<file path="config.mk">
export PLATFORM = sky130hd
export DESIGN_NAME = rpn_stack_calculator_top
export DESIGN_NICKNAME = d
export VERILOG_FILES = /design/src/design/rsc_pkg.sv /design/src/design/rsc_ram.sv /design/src/design/rsc_div.sv /design/src/design/rsc_dpath.sv /design/src/design/rsc_ctrl.sv /design/src/design/rpn_stack_calculator_top.sv
export SDC_FILE = /design/constraint.sdc
export NUM_CORES = 2
export LEC_CHECK = 0
export BUFFER_PORTS_ARGS = -buffer_cell sky130_fd_sc_hd__buf_2
export CELL_PAD_IN_SITES_DETAIL_PLACEMENT = 1
export CELL_PAD_IN_SITES_GLOBAL_PLACEMENT = 1
export CORE_UTILIZATION = 55
export CTS_BUF_LIST = sky130_fd_sc_hd__clkbuf_2 sky130_fd_sc_hd__clkbuf_4 sky130_fd_sc_hd__clkbuf_8
export CTS_CLUSTER_SIZE = 10
export DETAILED_ROUTE_END_ITERATION = 8
export GPL_ROUTABILITY_DRIVEN = 1
export PLACE_DENSITY_LB_ADDON = 0.1
export SLEW_MARGIN = 25
export SYNTH_ARGS = -nofsm -noshare
export SYNTH_HDL_FRONTEND = slang
export SYNTH_SLANG_ARGS = --single-unit
export TNS_END_PERCENT = 10
</file>
<file path="constraint.sdc">
create_clock -name clk -period 12.7 [get_ports clk]
set_clock_uncertainty 0.05 [all_clocks]
set_input_delay 0.635 -clock clk [delete_from_list [all_inputs] [get_ports clk]]
set_output_delay 0.635 -clock clk [all_outputs]
set_load 0.01 [all_outputs]
</file>
<file path="src/design/rsc_pkg.sv">
// Shared types, codes and sizes for the RPN stack calculator.
`timescale 1ns / 1ps

package rsc_pkg;

  localparam int DATA_W          = 32;
  localparam int ENTRY_W         = DATA_W + 1;
  localparam int BOOL_BIT        = DATA_W;
  localparam int ACT_W           = 5;
  localparam int STATUS_W        = 3;
  localparam int DEPTH_OUT_W     = 7;
  localparam int STACK_DEPTH_DEF = 64;

  // Command codes carried by the action field
  typedef enum logic [ACT_W-1:0] {
    ACT_PUSH_INT   = 5'd0,
    ACT_PUSH_TRUE  = 5'd1,
    ACT_PUSH_FALSE = 5'd2,
    ACT_NOT        = 5'd3,
    ACT_DROP       = 5'd4,
    ACT_DUP        = 5'd5,
    ACT_SWAP       = 5'd6,
    ACT_CLEAR      = 5'd7,
    ACT_ADD        = 5'd8,
    ACT_SUB        = 5'd9,
    ACT_MUL        = 5'd10,
    ACT_DIV        = 5'd11,
    ACT_MOD        = 5'd12,
    ACT_LT         = 5'd13,
    ACT_LE         = 5'd14,
    ACT_GT         = 5'd15,
    ACT_GE         = 5'd16,
    ACT_EQ         = 5'd17,
    ACT_PRINT      = 5'd18
  } act_t;

  // Result status codes
  typedef enum logic [STATUS_W-1:0] {
    ST_OK       = 3'd0,
    ST_EMPTY    = 3'd1,
    ST_NOT_BOOL = 3'd2,
    ST_NOT_INT  = 3'd3,
    ST_DIV_ZERO = 3'd4,
    ST_FULL     = 3'd5
  } status_t;

  // Stack write address relative to the entry count
  typedef enum logic [1:0] {
    WA_PUSH   = 2'd0,  // count
    WA_TOP    = 2'd1,  // count - 1
    WA_SECOND = 2'd2   // count - 2
  } wr_addr_t;

  // Stack write data source
  typedef enum logic [2:0] {
    WD_PUSH  = 3'd0,
    WD_TRUE  = 3'd1,
    WD_FALSE = 3'd2,
    WD_NOT   = 3'd3,
    WD_R     = 3'd4,
    WD_L     = 3'd5,
    WD_ALU   = 3'd6
  } wr_data_t;

  // Entry count update
  typedef enum logic [2:0] {
    CNT_HOLD = 3'd0,
    CNT_INC  = 3'd1,
    CNT_DEC  = 3'd2,
    CNT_DEC2 = 3'd3,
    CNT_CLR  = 3'd4
  } cnt_op_t;

  // Controller to datapath commands
  typedef struct packed {
    logic             ld_cmd;
    logic             rd_second;
    logic             ld_r;
    logic             ld_l;
    logic             wr_en;
    wr_addr_t         wr_addr;
    wr_data_t         wr_data;
    cnt_op_t          cnt_op;
    logic [ACT_W-1:0] alu_op;
    logic             div_start;
    logic             out_ld;
    status_t          status;
    logic             print;
  } dp_cmd_t;

  // Datapath to controller status
  typedef struct packed {
    logic cnt_zero;
    logic cnt_lt2;
    logic cnt_full;
    logic r_bool;
    logic l_bool;
    logic r_zero;
    logic div_done;
    logic out_free;
  } dp_stat_t;

endpackage

</file>
<file path="src/design/rsc_ram.sv">
// Generic single-write, single-read RAM with registered read data.
`timescale 1ns / 1ps

module rsc_ram #(
  parameter int WIDTH = rsc_pkg::ENTRY_W,
  parameter int DEPTH = rsc_pkg::STACK_DEPTH_DEF
) (
  input  logic                     clk,
  input  logic                     we,
  input  logic [$clog2(DEPTH)-1:0] waddr,
  input  logic [WIDTH-1:0]         wdata,
  input  logic [$clog2(DEPTH)-1:0] raddr,
  output logic [WIDTH-1:0]         rdata
);

  logic [WIDTH-1:0] mem [DEPTH];

  // Write port and registered read port
  always_ff @(posedge clk) begin
    if (we) begin
      mem[waddr] <= wdata;
    end
    rdata <= mem[raddr];
  end

endmodule

</file>
<file path="src/design/rsc_div.sv">
// Iterative signed divider, one quotient bit per cycle, truncating toward zero.
`timescale 1ns / 1ps

module rsc_div (
  input  logic                      clk,
  input  logic                      rst,
  input  logic                      start,
  input  logic [rsc_pkg::DATA_W-1:0] dividend,
  input  logic [rsc_pkg::DATA_W-1:0] divisor,
  output logic                      done,
  output logic [rsc_pkg::DATA_W-1:0] quotient,
  output logic [rsc_pkg::DATA_W-1:0] remainder
);

  localparam int W    = rsc_pkg::DATA_W;
  localparam int CNTW = $clog2(W + 1);

  logic            busy;
  logic [CNTW-1:0] cnt;
  logic [W-1:0]    quo;
  logic [W-1:0]    rem;
  logic [W-1:0]    dvs;
  logic            neg_q;
  logic            neg_r;
  logic [W-1:0]    abs_dividend;
  logic [W-1:0]    abs_divisor;
  logic [W:0]      sh;
  logic [W+1:0]    diff;

  // Magnitudes of the operands
  assign abs_dividend = dividend[W-1] ? (~dividend + W'(1)) : dividend;
  assign abs_divisor  = divisor[W-1]  ? (~divisor + W'(1))  : divisor;

  // Trial subtract of the shifted partial remainder
  assign sh   = {rem, quo[W-1]};
  assign diff = {1'b0, sh} - {2'b00, dvs};

  // Control: count down one bit per cycle
  always_ff @(posedge clk) begin
    if (rst) begin
      busy <= 1'b0;
      done <= 1'b0;
      cnt  <= '0;
    end else begin
      done <= 1'b0;
      if (start) begin
        busy <= 1'b1;
        cnt  <= CNTW'(W);
      end else if (busy) begin
        cnt <= cnt - CNTW'(1);
        if (cnt == CNTW'(1)) begin
          busy <= 1'b0;
          done <= 1'b1;
        end
      end
    end
  end

  // Datapath: restoring shift-subtract
  always_ff @(posedge clk) begin
    if (start) begin
      quo   <= abs_dividend;
      rem   <= '0;
      dvs   <= abs_divisor;
      neg_q <= dividend[W-1] ^ divisor[W-1];
      neg_r <= dividend[W-1];
    end else if (busy) begin
      if (!diff[W+1]) begin
        rem <= diff[W-1:0];
        quo <= {quo[W-2:0], 1'b1};
      end else begin
        rem <= sh[W-1:0];
        quo <= {quo[W-2:0], 1'b0};
      end
    end
  end

  // Apply signs
  assign quotient  = neg_q ? (~quo + W'(1)) : quo;
  assign remainder = neg_r ? (~rem + W'(1)) : rem;

endmodule

</file>
<file path="src/design/rsc_dpath.sv">
// Datapath: stack memory, entry count, operand registers, ALU, divider, result register.
`timescale 1ns / 1ps

module rsc_dpath #(
  parameter int STACK_DEPTH = rsc_pkg::STACK_DEPTH_DEF
) (
  input  logic                            clk,
  input  logic                            rst,
  input  rsc_pkg::dp_cmd_t                cmd,
  output rsc_pkg::dp_stat_t               stat,
  input  logic signed [rsc_pkg::DATA_W-1:0] push_value,
  input  logic                            out_stall,
  output logic                            out_valid,
  output logic [rsc_pkg::STATUS_W-1:0]    status,
  output logic                            print_valid,
  output logic                            print_is_bool,
  output logic signed [rsc_pkg::DATA_W-1:0] print_value,
  output logic [rsc_pkg::DEPTH_OUT_W-1:0] stack_depth
);

  localparam int AW = $clog2(STACK_DEPTH);
  localparam int CW = $clog2(STACK_DEPTH + 1);
  localparam int DW = rsc_pkg::DATA_W;
  localparam int EW = rsc_pkg::ENTRY_W;
  localparam int BB = rsc_pkg::BOOL_BIT;

  logic [CW-1:0] count;
  logic [CW-1:0] count_next;
  logic [DW-1:0] push_val;
  logic [EW-1:0] op_r;
  logic [EW-1:0] op_l;

  logic [AW-1:0] raddr;
  logic [AW-1:0] waddr;
  logic [EW-1:0] wdata;
  logic [EW-1:0] rdata;

  logic [DW-1:0] l_val;
  logic [DW-1:0] r_val;
  logic [DW-1:0] mul_res;
  logic [EW-1:0] alu_res;
  logic          div_done;
  logic [DW-1:0] div_q;
  logic [DW-1:0] div_r;

  assign l_val = op_l[DW-1:0];
  assign r_val = op_r[DW-1:0];

  // Stack storage
  rsc_ram #(
    .WIDTH (EW),
    .DEPTH (STACK_DEPTH)
  ) u_stack (
    .clk   (clk),
    .we    (cmd.wr_en),
    .waddr (waddr),
    .wdata (wdata),
    .raddr (raddr),
    .rdata (rdata)
  );

  // Divide and mod unit
  rsc_div u_div (
    .clk       (clk),
    .rst       (rst),
    .start     (cmd.div_start),
    .dividend  (l_val),
    .divisor   (r_val),
    .done      (div_done),
    .quotient  (div_q),
    .remainder (div_r)
  );

  // Read the top entry, or the one below it
  assign raddr = cmd.rd_second ? AW'(count - CW'(2)) : AW'(count - CW'(1));

  // Pick the write address
  always_comb begin
    unique case (cmd.wr_addr)
      rsc_pkg::WA_PUSH:   waddr = AW'(count);
      rsc_pkg::WA_TOP:    waddr = AW'(count - CW'(1));
      rsc_pkg::WA_SECOND: waddr = AW'(count - CW'(2));
      default:            waddr = AW'(count);
    endcase
  end

  // Arithmetic and comparisons
  assign mul_res = l_val * r_val;

  always_comb begin
    unique case (cmd.alu_op)
      rsc_pkg::ACT_ADD: alu_res = {1'b0, l_val + r_val};
      rsc_pkg::ACT_SUB: alu_res = {1'b0, l_val - r_val};
      rsc_pkg::ACT_MUL: alu_res = {1'b0, mul_res};
      rsc_pkg::ACT_DIV: alu_res = {1'b0, div_q};
      rsc_pkg::ACT_MOD: alu_res = {1'b0, div_r};
      rsc_pkg::ACT_LT:  alu_res = {1'b1, (DW-1)'(0), $signed(l_val) <  $signed(r_val)};
      rsc_pkg::ACT_LE:  alu_res = {1'b1, (DW-1)'(0), $signed(l_val) <= $signed(r_val)};
      rsc_pkg::ACT_GT:  alu_res = {1'b1, (DW-1)'(0), $signed(l_val) >  $signed(r_val)};
      rsc_pkg::ACT_GE:  alu_res = {1'b1, (DW-1)'(0), $signed(l_val) >= $signed(r_val)};
      rsc_pkg::ACT_EQ:  alu_res = {1'b1, (DW-1)'(0), l_val == r_val};
      default:          alu_res = '0;
    endcase
  end

  // Pick the write data
  always_comb begin
    unique case (cmd.wr_data)
      rsc_pkg::WD_PUSH:  wdata = {1'b0, push_val};
      rsc_pkg::WD_TRUE:  wdata = {1'b1, DW'(1)};
      rsc_pkg::WD_FALSE: wdata = {1'b1, DW'(0)};
      rsc_pkg::WD_NOT:   wdata = {1'b1, (DW-1)'(0), ~|r_val};
      rsc_pkg::WD_R:     wdata = op_r;
      rsc_pkg::WD_L:     wdata = op_l;
      rsc_pkg::WD_ALU:   wdata = alu_res;
      default:           wdata = op_r;
    endcase
  end

  // Entry count update
  always_comb begin
    unique case (cmd.cnt_op)
      rsc_pkg::CNT_HOLD: count_next = count;
      rsc_pkg::CNT_INC:  count_next = count + CW'(1);
      rsc_pkg::CNT_DEC:  count_next = count - CW'(1);
      rsc_pkg::CNT_DEC2: count_next = count - CW'(2);
      rsc_pkg::CNT_CLR:  count_next = '0;
      default:           count_next = count;
    endcase
  end

  always_ff @(posedge clk) begin
    if (rst) begin
      count <= '0;
    end else begin
      count <= count_next;
    end
  end

  // Capture the transaction payload and the operands
  always_ff @(posedge clk) begin
    if (cmd.ld_cmd) begin
      push_val <= push_value;
    end
    if (cmd.ld_r) begin
      op_r <= rdata;
    end
    if (cmd.ld_l) begin
      op_l <= rdata;
    end
  end

  // Result register: hold until taken
  always_ff @(posedge clk) begin
    if (rst) begin
      out_valid <= 1'b0;
    end else if (cmd.out_ld) begin
      out_valid <= 1'b1;
    end else if (!out_stall) begin
      out_valid <= 1'b0;
    end
  end

  always_ff @(posedge clk) begin
    if (cmd.out_ld) begin
      status        <= cmd.status;
      print_valid   <= cmd.print;
      print_is_bool <= cmd.print & op_r[BB];
      print_value   <= cmd.print ? r_val : '0;
      stack_depth   <= rsc_pkg::DEPTH_OUT_W'(count_next);
    end
  end

  // Status back to the controller
  assign stat.cnt_zero = (count == '0);
  assign stat.cnt_lt2  = (count < CW'(2));
  assign stat.cnt_full = (count == CW'(STACK_DEPTH));
  assign stat.r_bool   = op_r[BB];
  assign stat.l_bool   = op_l[BB];
  assign stat.r_zero   = (r_val == '0);
  assign stat.div_done = div_done;
  assign stat.out_free = !out_valid || !out_stall;

endmodule

</file>
<file path="src/design/rsc_ctrl.sv">
// Controller: sequences operand reads, command decode, divide wait and result hand-off.
`timescale 1ns / 1ps

module rsc_ctrl (
  input  logic                      clk,
  input  logic                      rst,
  input  logic                      in_valid,
  output logic                      in_stall,
  input  logic [rsc_pkg::ACT_W-1:0] action,
  input  rsc_pkg::dp_stat_t         stat,
  output rsc_pkg::dp_cmd_t          cmd
);

  typedef enum logic [6:0] {
    S_IDLE    = 7'b0000001,
    S_RDNEXT  = 7'b0000010,
    S_LOAD    = 7'b0000100,
    S_EXEC    = 7'b0001000,
    S_SWAP2   = 7'b0010000,
    S_DIVWAIT = 7'b0100000,
    S_FINDIV  = 7'b1000000
  } state_t;

  state_t                    state;
  state_t                    state_next;
  logic [rsc_pkg::ACT_W-1:0] act_q;

  // Decoded outcome of the current command
  rsc_pkg::status_t  ex_status;
  logic              ex_wr;
  rsc_pkg::wr_addr_t ex_wa;
  rsc_pkg::wr_data_t ex_wd;
  rsc_pkg::cnt_op_t  ex_cnt;
  logic              ex_print;
  logic              ex_div;
  logic              ex_swap;

  // Hold the command code of the accepted transaction
  always_ff @(posedge clk) begin
    if (state == S_IDLE && in_valid) begin
      act_q <= action;
    end
  end

  always_ff @(posedge clk) begin
    if (rst) begin
      state <= S_IDLE;
    end else begin
      state <= state_next;
    end
  end

  // Decode the command against the stack status
  always_comb begin
    ex_status = rsc_pkg::ST_OK;
    ex_wr     = 1'b0;
    ex_wa     = rsc_pkg::WA_PUSH;
    ex_wd     = rsc_pkg::WD_PUSH;
    ex_cnt    = rsc_pkg::CNT_HOLD;
    ex_print  = 1'b0;
    ex_div    = 1'b0;
    ex_swap   = 1'b0;
    unique case (act_q)
      rsc_pkg::ACT_PUSH_INT, rsc_pkg::ACT_PUSH_TRUE, rsc_pkg::ACT_PUSH_FALSE: begin
        if (stat.cnt_full) begin
          ex_status = rsc_pkg::ST_FULL;
        end else begin
          ex_wr  = 1'b1;
          ex_cnt = rsc_pkg::CNT_INC;
          if (act_q == rsc_pkg::ACT_PUSH_TRUE) begin
            ex_wd = rsc_pkg::WD_TRUE;
          end else if (act_q == rsc_pkg::ACT_PUSH_FALSE) begin
            ex_wd = rsc_pkg::WD_FALSE;
          end
        end
      end
      rsc_pkg::ACT_NOT: begin
        if (stat.cnt_zero) begin
          ex_status = rsc_pkg::ST_EMPTY;
        end else if (!stat.r_bool) begin
          ex_status = rsc_pkg::ST_NOT_BOOL;
          ex_cnt    = rsc_pkg::CNT_DEC;
        end else begin
          ex_wr = 1'b1;
          ex_wa = rsc_pkg::WA_TOP;
          ex_wd = rsc_pkg::WD_NOT;
        end
      end
      rsc_pkg::ACT_DROP: begin
        if (stat.cnt_zero) begin
          ex_status = rsc_pkg::ST_EMPTY;
        end else begin
          ex_cnt = rsc_pkg::CNT_DEC;
        end
      end
      rsc_pkg::ACT_DUP: begin
        if (stat.cnt_zero) begin
          ex_status = rsc_pkg::ST_EMPTY;
        end else if (stat.cnt_full) begin
          ex_status = rsc_pkg::ST_FULL;
        end else begin
          ex_wr  = 1'b1;
          ex_wd  = rsc_pkg::WD_R;
          ex_cnt = rsc_pkg::CNT_INC;
        end
      end
      rsc_pkg::ACT_SWAP: begin
        if (stat.cnt_lt2) begin
          ex_status = rsc_pkg::ST_EMPTY;
        end else begin
          ex_swap = 1'b1;
          ex_wr   = 1'b1;
          ex_wa   = rsc_pkg::WA_TOP;
          ex_wd   = rsc_pkg::WD_L;
        end
      end
      rsc_pkg::ACT_CLEAR: begin
        ex_cnt = rsc_pkg::CNT_CLR;
      end
      rsc_pkg::ACT_ADD, rsc_pkg::ACT_SUB, rsc_pkg::ACT_MUL, rsc_pkg::ACT_DIV,
      rsc_pkg::ACT_MOD, rsc_pkg::ACT_LT, rsc_pkg::ACT_LE, rsc_pkg::ACT_GT,
      rsc_pkg::ACT_GE, rsc_pkg::ACT_EQ: begin
        if (stat.cnt_lt2) begin
          ex_status = rsc_pkg::ST_EMPTY;
        end else if (stat.r_bool || stat.l_bool) begin
          ex_status = rsc_pkg::ST_NOT_INT;
          ex_cnt    = rsc_pkg::CNT_DEC2;
        end else if (act_q == rsc_pkg::ACT_DIV || act_q == rsc_pkg::ACT_MOD) begin
          if (stat.r_zero) begin
            ex_status = rsc_pkg::ST_DIV_ZERO;
            ex_cnt    = rsc_pkg::CNT_DEC2;
          end else begin
            ex_div = 1'b1;
          end
        end else begin
          ex_wr  = 1'b1;
          ex_wa  = rsc_pkg::WA_SECOND;
          ex_wd  = rsc_pkg::WD_ALU;
          ex_cnt = rsc_pkg::CNT_DEC;
        end
      end
      rsc_pkg::ACT_PRINT: begin
        if (stat.cnt_zero) begin
          ex_status = rsc_pkg::ST_EMPTY;
        end else begin
          ex_print = 1'b1;
        end
      end
      default: begin
        ex_status = rsc_pkg::ST_OK;
      end
    endcase
  end

  // Sequence the steps and drive the datapath
  always_comb begin
    cmd        = '0;
    cmd.alu_op = act_q;
    state_next = state;
    in_stall   = (state != S_IDLE);
    unique case (state)
      S_IDLE: begin
        if (in_valid) begin
          cmd.ld_cmd = 1'b1;
          state_next = S_RDNEXT;
        end
      end
      S_RDNEXT: begin
        cmd.ld_r      = 1'b1;
        cmd.rd_second = 1'b1;
        state_next    = S_LOAD;
      end
      S_LOAD: begin
        cmd.ld_l   = 1'b1;
        state_next = S_EXEC;
      end
      S_EXEC: begin
        if (ex_div) begin
          cmd.div_start = 1'b1;
          state_next    = S_DIVWAIT;
        end else if (ex_swap) begin
          cmd.wr_en   = ex_wr;
          cmd.wr_addr = ex_wa;
          cmd.wr_data = ex_wd;
          state_next  = S_SWAP2;
        end else if (stat.out_free) begin
          cmd.wr_en   = ex_wr;
          cmd.wr_addr = ex_wa;
          cmd.wr_data = ex_wd;
          cmd.cnt_op  = ex_cnt;
          cmd.out_ld  = 1'b1;
          cmd.status  = ex_status;
          cmd.print   = ex_print;
          state_next  = S_IDLE;
        end
      end
      S_SWAP2: begin
        if (stat.out_free) begin
          cmd.wr_en   = 1'b1;
          cmd.wr_addr = rsc_pkg::WA_SECOND;
          cmd.wr_data = rsc_pkg::WD_R;
          cmd.out_ld  = 1'b1;
          cmd.status  = rsc_pkg::ST_OK;
          state_next  = S_IDLE;
        end
      end
      S_DIVWAIT: begin
        if (stat.div_done) begin
          state_next = S_FINDIV;
        end
      end
      S_FINDIV: begin
        if (stat.out_free) begin
          cmd.wr_en   = 1'b1;
          cmd.wr_addr = rsc_pkg::WA_SECOND;
          cmd.wr_data = rsc_pkg::WD_ALU;
          cmd.cnt_op  = rsc_pkg::CNT_DEC;
          cmd.out_ld  = 1'b1;
          cmd.status  = rsc_pkg::ST_OK;
          state_next  = S_IDLE;
        end
      end
      default: begin
        state_next = S_IDLE;
      end
    endcase
  end

endmodule

</file>
<file path="src/design/rpn_stack_calculator_top.sv">
// Top level of the typed RPN stack calculator: controller plus datapath.
//
//  Channel  | Handshake           | Payload
//  ---------+---------------------+----------------------------------------------
//  in       | in_valid / in_stall | action, push_value
//  out      | out_valid/out_stall | status, print_valid, print_is_bool,
//           |                     | print_value, stack_depth
//
// Commands run RDNEXT, LOAD, EXEC (swap adds SWAP2; div/mod DIVWAIT, FINDIV);
// the stack memory's single read port fetches the top and second entries in
// turn, and div/mod run a 32-step shift-subtract divider.
// A new command is accepted once the previous result is in the output register.
// A stalled output holds the block in its final step; nothing is dropped.
// Synchronous reset empties the stack; stack contents are not cleared.
`timescale 1ns / 1ps

module rpn_stack_calculator_top #(
  parameter int STACK_DEPTH = rsc_pkg::STACK_DEPTH_DEF
) (
  input  logic                              clk,
  input  logic                              rst,
  input  logic                              in_valid,
  output logic                              in_stall,
  input  logic [rsc_pkg::ACT_W-1:0]         action,
  input  logic signed [rsc_pkg::DATA_W-1:0] push_value,
  output logic                              out_valid,
  input  logic                              out_stall,
  output logic [rsc_pkg::STATUS_W-1:0]      status,
  output logic                              print_valid,
  output logic                              print_is_bool,
  output logic signed [rsc_pkg::DATA_W-1:0] print_value,
  output logic [rsc_pkg::DEPTH_OUT_W-1:0]   stack_depth
);

  rsc_pkg::dp_cmd_t  cmd;
  rsc_pkg::dp_stat_t stat;

  rsc_ctrl u_ctrl (
    .clk      (clk),
    .rst      (rst),
    .in_valid (in_valid),
    .in_stall (in_stall),
    .action   (action),
    .stat     (stat),
    .cmd      (cmd)
  );

  rsc_dpath #(
    .STACK_DEPTH (STACK_DEPTH)
  ) u_dpath (
    .clk           (clk),
    .rst           (rst),
    .cmd           (cmd),
    .stat          (stat),
    .push_value    (push_value),
    .out_stall     (out_stall),
    .out_valid     (out_valid),
    .status        (status),
    .print_valid   (print_valid),
    .print_is_bool (print_is_bool),
    .print_value   (print_value),
    .stack_depth   (stack_depth)
  );

endmodule
</file>
==> reports/metrics.yaml <==
status: "finished, final reports clean"
path_class: "register to register"
synth-simple-area-share_pct: 6.24
die_area_um2: 215000
synth-seq-cells: 2413
post-route-period-util_pct: 71.1
period_minus_slack_ns: 9.03
track_usage_pct: 35.2
min-delay-start: "action[0]"
final_util_pct: 61.5
hold_path_class: "input port to register"
dpl_cell_area_um2: 122000
io_buffers: 86
htree_levels: 5
synth.avg_cell_area_um2: 15.4
cts_buffers: 398
async_flop_share_pct: 0
vdd_drop_max_mv: 0.124
drive_above_1_share_pct: 20.4
dr.pass1.iters: 5
cts_root_buf: "clkbuf_8"
cts_setup_buffers: 0
syn_inst: 7620
tns_ns: 0
clk_pin_slew_ns: 0.08
maxCapViolCount: 0
synth_ff_type: "edfxtp_1"
hold_viol_final: 0
rsz0062_at_grt: "false"
synth_compound_area_share_pct: 5.96
start_util_pct: 55.3
power.density_nw_per_um2: 135
place_inst: 10300
num_io_pins: 87
synthMuxAreaShare_pct: 12.1
synth_cell_type_count: 85
nets: 8624
finalNonFillerCells: 11100
worstMarginPinSlew_ns: 1.21
viasPerCell: 6.48
maxSlewViolCount: 0
die_y_um: 464
vias: 71600
p_leak_nw: 46.8
crit_path_start: "u_dpath.op_l[1]"
layout_common_cells: "edfxtp_1, mux4_2, inv_1"
r2r_start: "u_dpath.op_l[1]"
yosys_warnings: 0
drt-initial-drc-count: 7411
final_area_um2: 130000
synth_seq_area_share_pct: 61.1
area_growth_pct: 11.2
synth_edf_count: 2325
syn_nets: 8304
core_um2: 212000
synthAdderAreaFrac_pct: 9.50
worst_skew_pair.late_latency_ns: 1.11
worst_slack_ns: 3.67
cts_tree: "done"
drt-total-wl_mm: 377
antenna_found_initial: 13
ant_nets: 0
crit_path_end_kind: "register"
cts.path.max_buffers: 4
cts_sinks: 2413
worstPathArrival_ns: 9.63
slew_headroom_pct: 19.5
holdWs_ns: 0.280
start_kind: "register"
overflow: 0
finalSetupViolCount: 0
synth_top_family_by_area: "multiplexers"
grt_pass1_wl_mm: 540
clock.fmax_mhz: 111
netlist_area_um2: 117000
crit_fanout: 64
grt_pass1_vias: 75900
rows: 169
grt_max_degree: 146
synth-xor-area-share_pct: 1.98
required_ns: 13.30
final_common_cell: "edfxtp_1"
drc: 0
dp_slack_ns: 3.82
dpl.hpwl_mm: 237
wire_per_inst_um: 34.1
die_x_um: 464
power_mw: 17.7
place_congestion: 0.995
[synth_stat cells (11+ instances only)]
master / instances / area [µm²]
a21o_1: 39 / 293
clkbuf_1: 334 / 1250
mux4_2: 528 / 11900
buf_2: 26 / 130
nand4_1: 25 / 156
a211oi_1: 113 / 848
nand2_1: 451 / 1690
nand3_1: 62 / 310
fa_1: 411 / 8230
o211ai_1: 15 / 113
a221o_1: 40 / 400
nor4_1: 18 / 113
o21bai_1: 20 / 150
a31oi_1: 23 / 144
nor2_1: 340 / 1280
or4_1: 28 / 210
and2_1: 275 / 1720
a221oi_1: 13 / 114
o41ai_1: 20 / 175
nor2b_1: 90 / 563
mux2i_1: 157 / 1570
o21ai_0: 214 / 1070
nor3b_1: 11 / 82.6
nand2b_1: 36 / 225
a22oi_1: 14 / 105
a21oi_1: 357 / 1790
ha_1: 232 / 2900
or3_1: 28 / 175
xor2_1: 102 / 893
edfxtp_1: 2325 / 69800
dfxtp_1: 88 / 1760
nor3_1: 60 / 300
o22ai_1: 67 / 419
xnor2_1: 163 / 1430
mux2_2: 69 / 777
and3_1: 19 / 119
inv_1: 515 / 1930
o31ai_1: 51 / 383
o21a_1: 12 / 90.1
buf_1: 78 / 293
[flip-flops by register name, indices dropped and copies added (netlist names), 3 cells and up]
signal / flops
u_dpath.print_value: 32
u_dpath.u_div.quo: 32
u_dpath.op_r: 33
u_dpath.u_div.dvs: 32
u_dpath.push_val: 32
u_dpath.stack_depth: 7
u_dpath.u_stack.mem: 2112
u_dpath.status: 3
u_dpath.op_l: 33
u_ctrl.act_q: 5
u_dpath.u_stack.rdata: 33
u_dpath.u_div.rem: 32
u_dpath.u_div.cnt: 6
u_dpath.count: 7
u_ctrl.state: 7
[final timing paths]
path	slack [ns]	cells after the start	endpoint
min	0.28	2	u_ctrl.act_q[0]
min reg2reg	0.35	0	u_dpath.op_r[23]
max	3.67	26	u_dpath.u_stack.mem[10][14]
max reg2reg	3.67	26	u_dpath.u_stack.mem[10][14]
[critical path, stage by stage, from the launching register on]
cell      delay, ns
edfxtp_1       0.69
inv_1          0.25
buf_4          0.46
nor2_1         0.12
fa_1           0.47
fa_1           0.45
ha_1           0.29
inv_1          0.05
fa_1           0.48
inv_1          0.05
ha_1           0.27
ha_1           0.29
fa_1           0.50
fa_1           0.42
ha_1           0.38
a211oi_1       0.43
o21ai_0        0.41
nand2_1        0.18
o21bai_1       0.10
a21oi_1        0.16
nor2b_1        0.05
o311ai_0       0.34
buf_4          0.24
o221ai_1       0.19
a21oi_1        0.65
a22oi_2        0.17
buf_4          0.39
[where the power goes]
| part | total, mW | leakage, nW | internal [mW] | switching, mW |
|---|---|---|---|---|
| logic | 2.12 | 21.1 | 0.779 | 1.34 |
| registers | 8.84 | 21.7 | 8.79 | 0.0516 |
| clock network | 6.69 | 4.02 | 3.59 | 3.10 |
[area by class of cell]
type / count / area [µm²]
multi-input cells: 4249 / 43000
clock inverters: 154 / 1040
clock buffers: 537 / 6570
flip-flops and latches: 2413 / 71600
well taps: 2821 / 3530
repair buffers: 359 / 2710
inverters: 519 / 1950
diodes: 5 / 12.5
fillers: 19400 / 81500
[timing repair]
action / 4_1_cts / 5_1_grt
endpoints found under the hold margin: 49 / 0
gates resized for setup: 0 / 0
setup endpoints to repair: 0 / 0
hold buffers: 41 / 0
[logic make-up after synthesis]
family                   Yosys count
XOR/XNOR                         265
adder cells (fa/ha/maj)          643
buffers and inverters            958
AND/OR/NAND/NOR                 1488
AO/OA/AOI/OAI                   1099
multiplexers                     754
flip-flops                      2413
[layer usage]
metal | track usage (%) | vias to the layer above | wire length, µm | part of all wire [%]
li1 | - | 29400 | - | -
met1 | 45.4 | 38000 | 144000 | 38
met2 | 57.3 | 3398 | 183000 | 49
met3 | 5.95 | 847 | 26800 | 7.1
met4 | 19.5 | 8 | 22900 | 6.1
met5 | 0 | - | 57 | 0.015
Note: power is estimated with default switching activity, not from simulation.
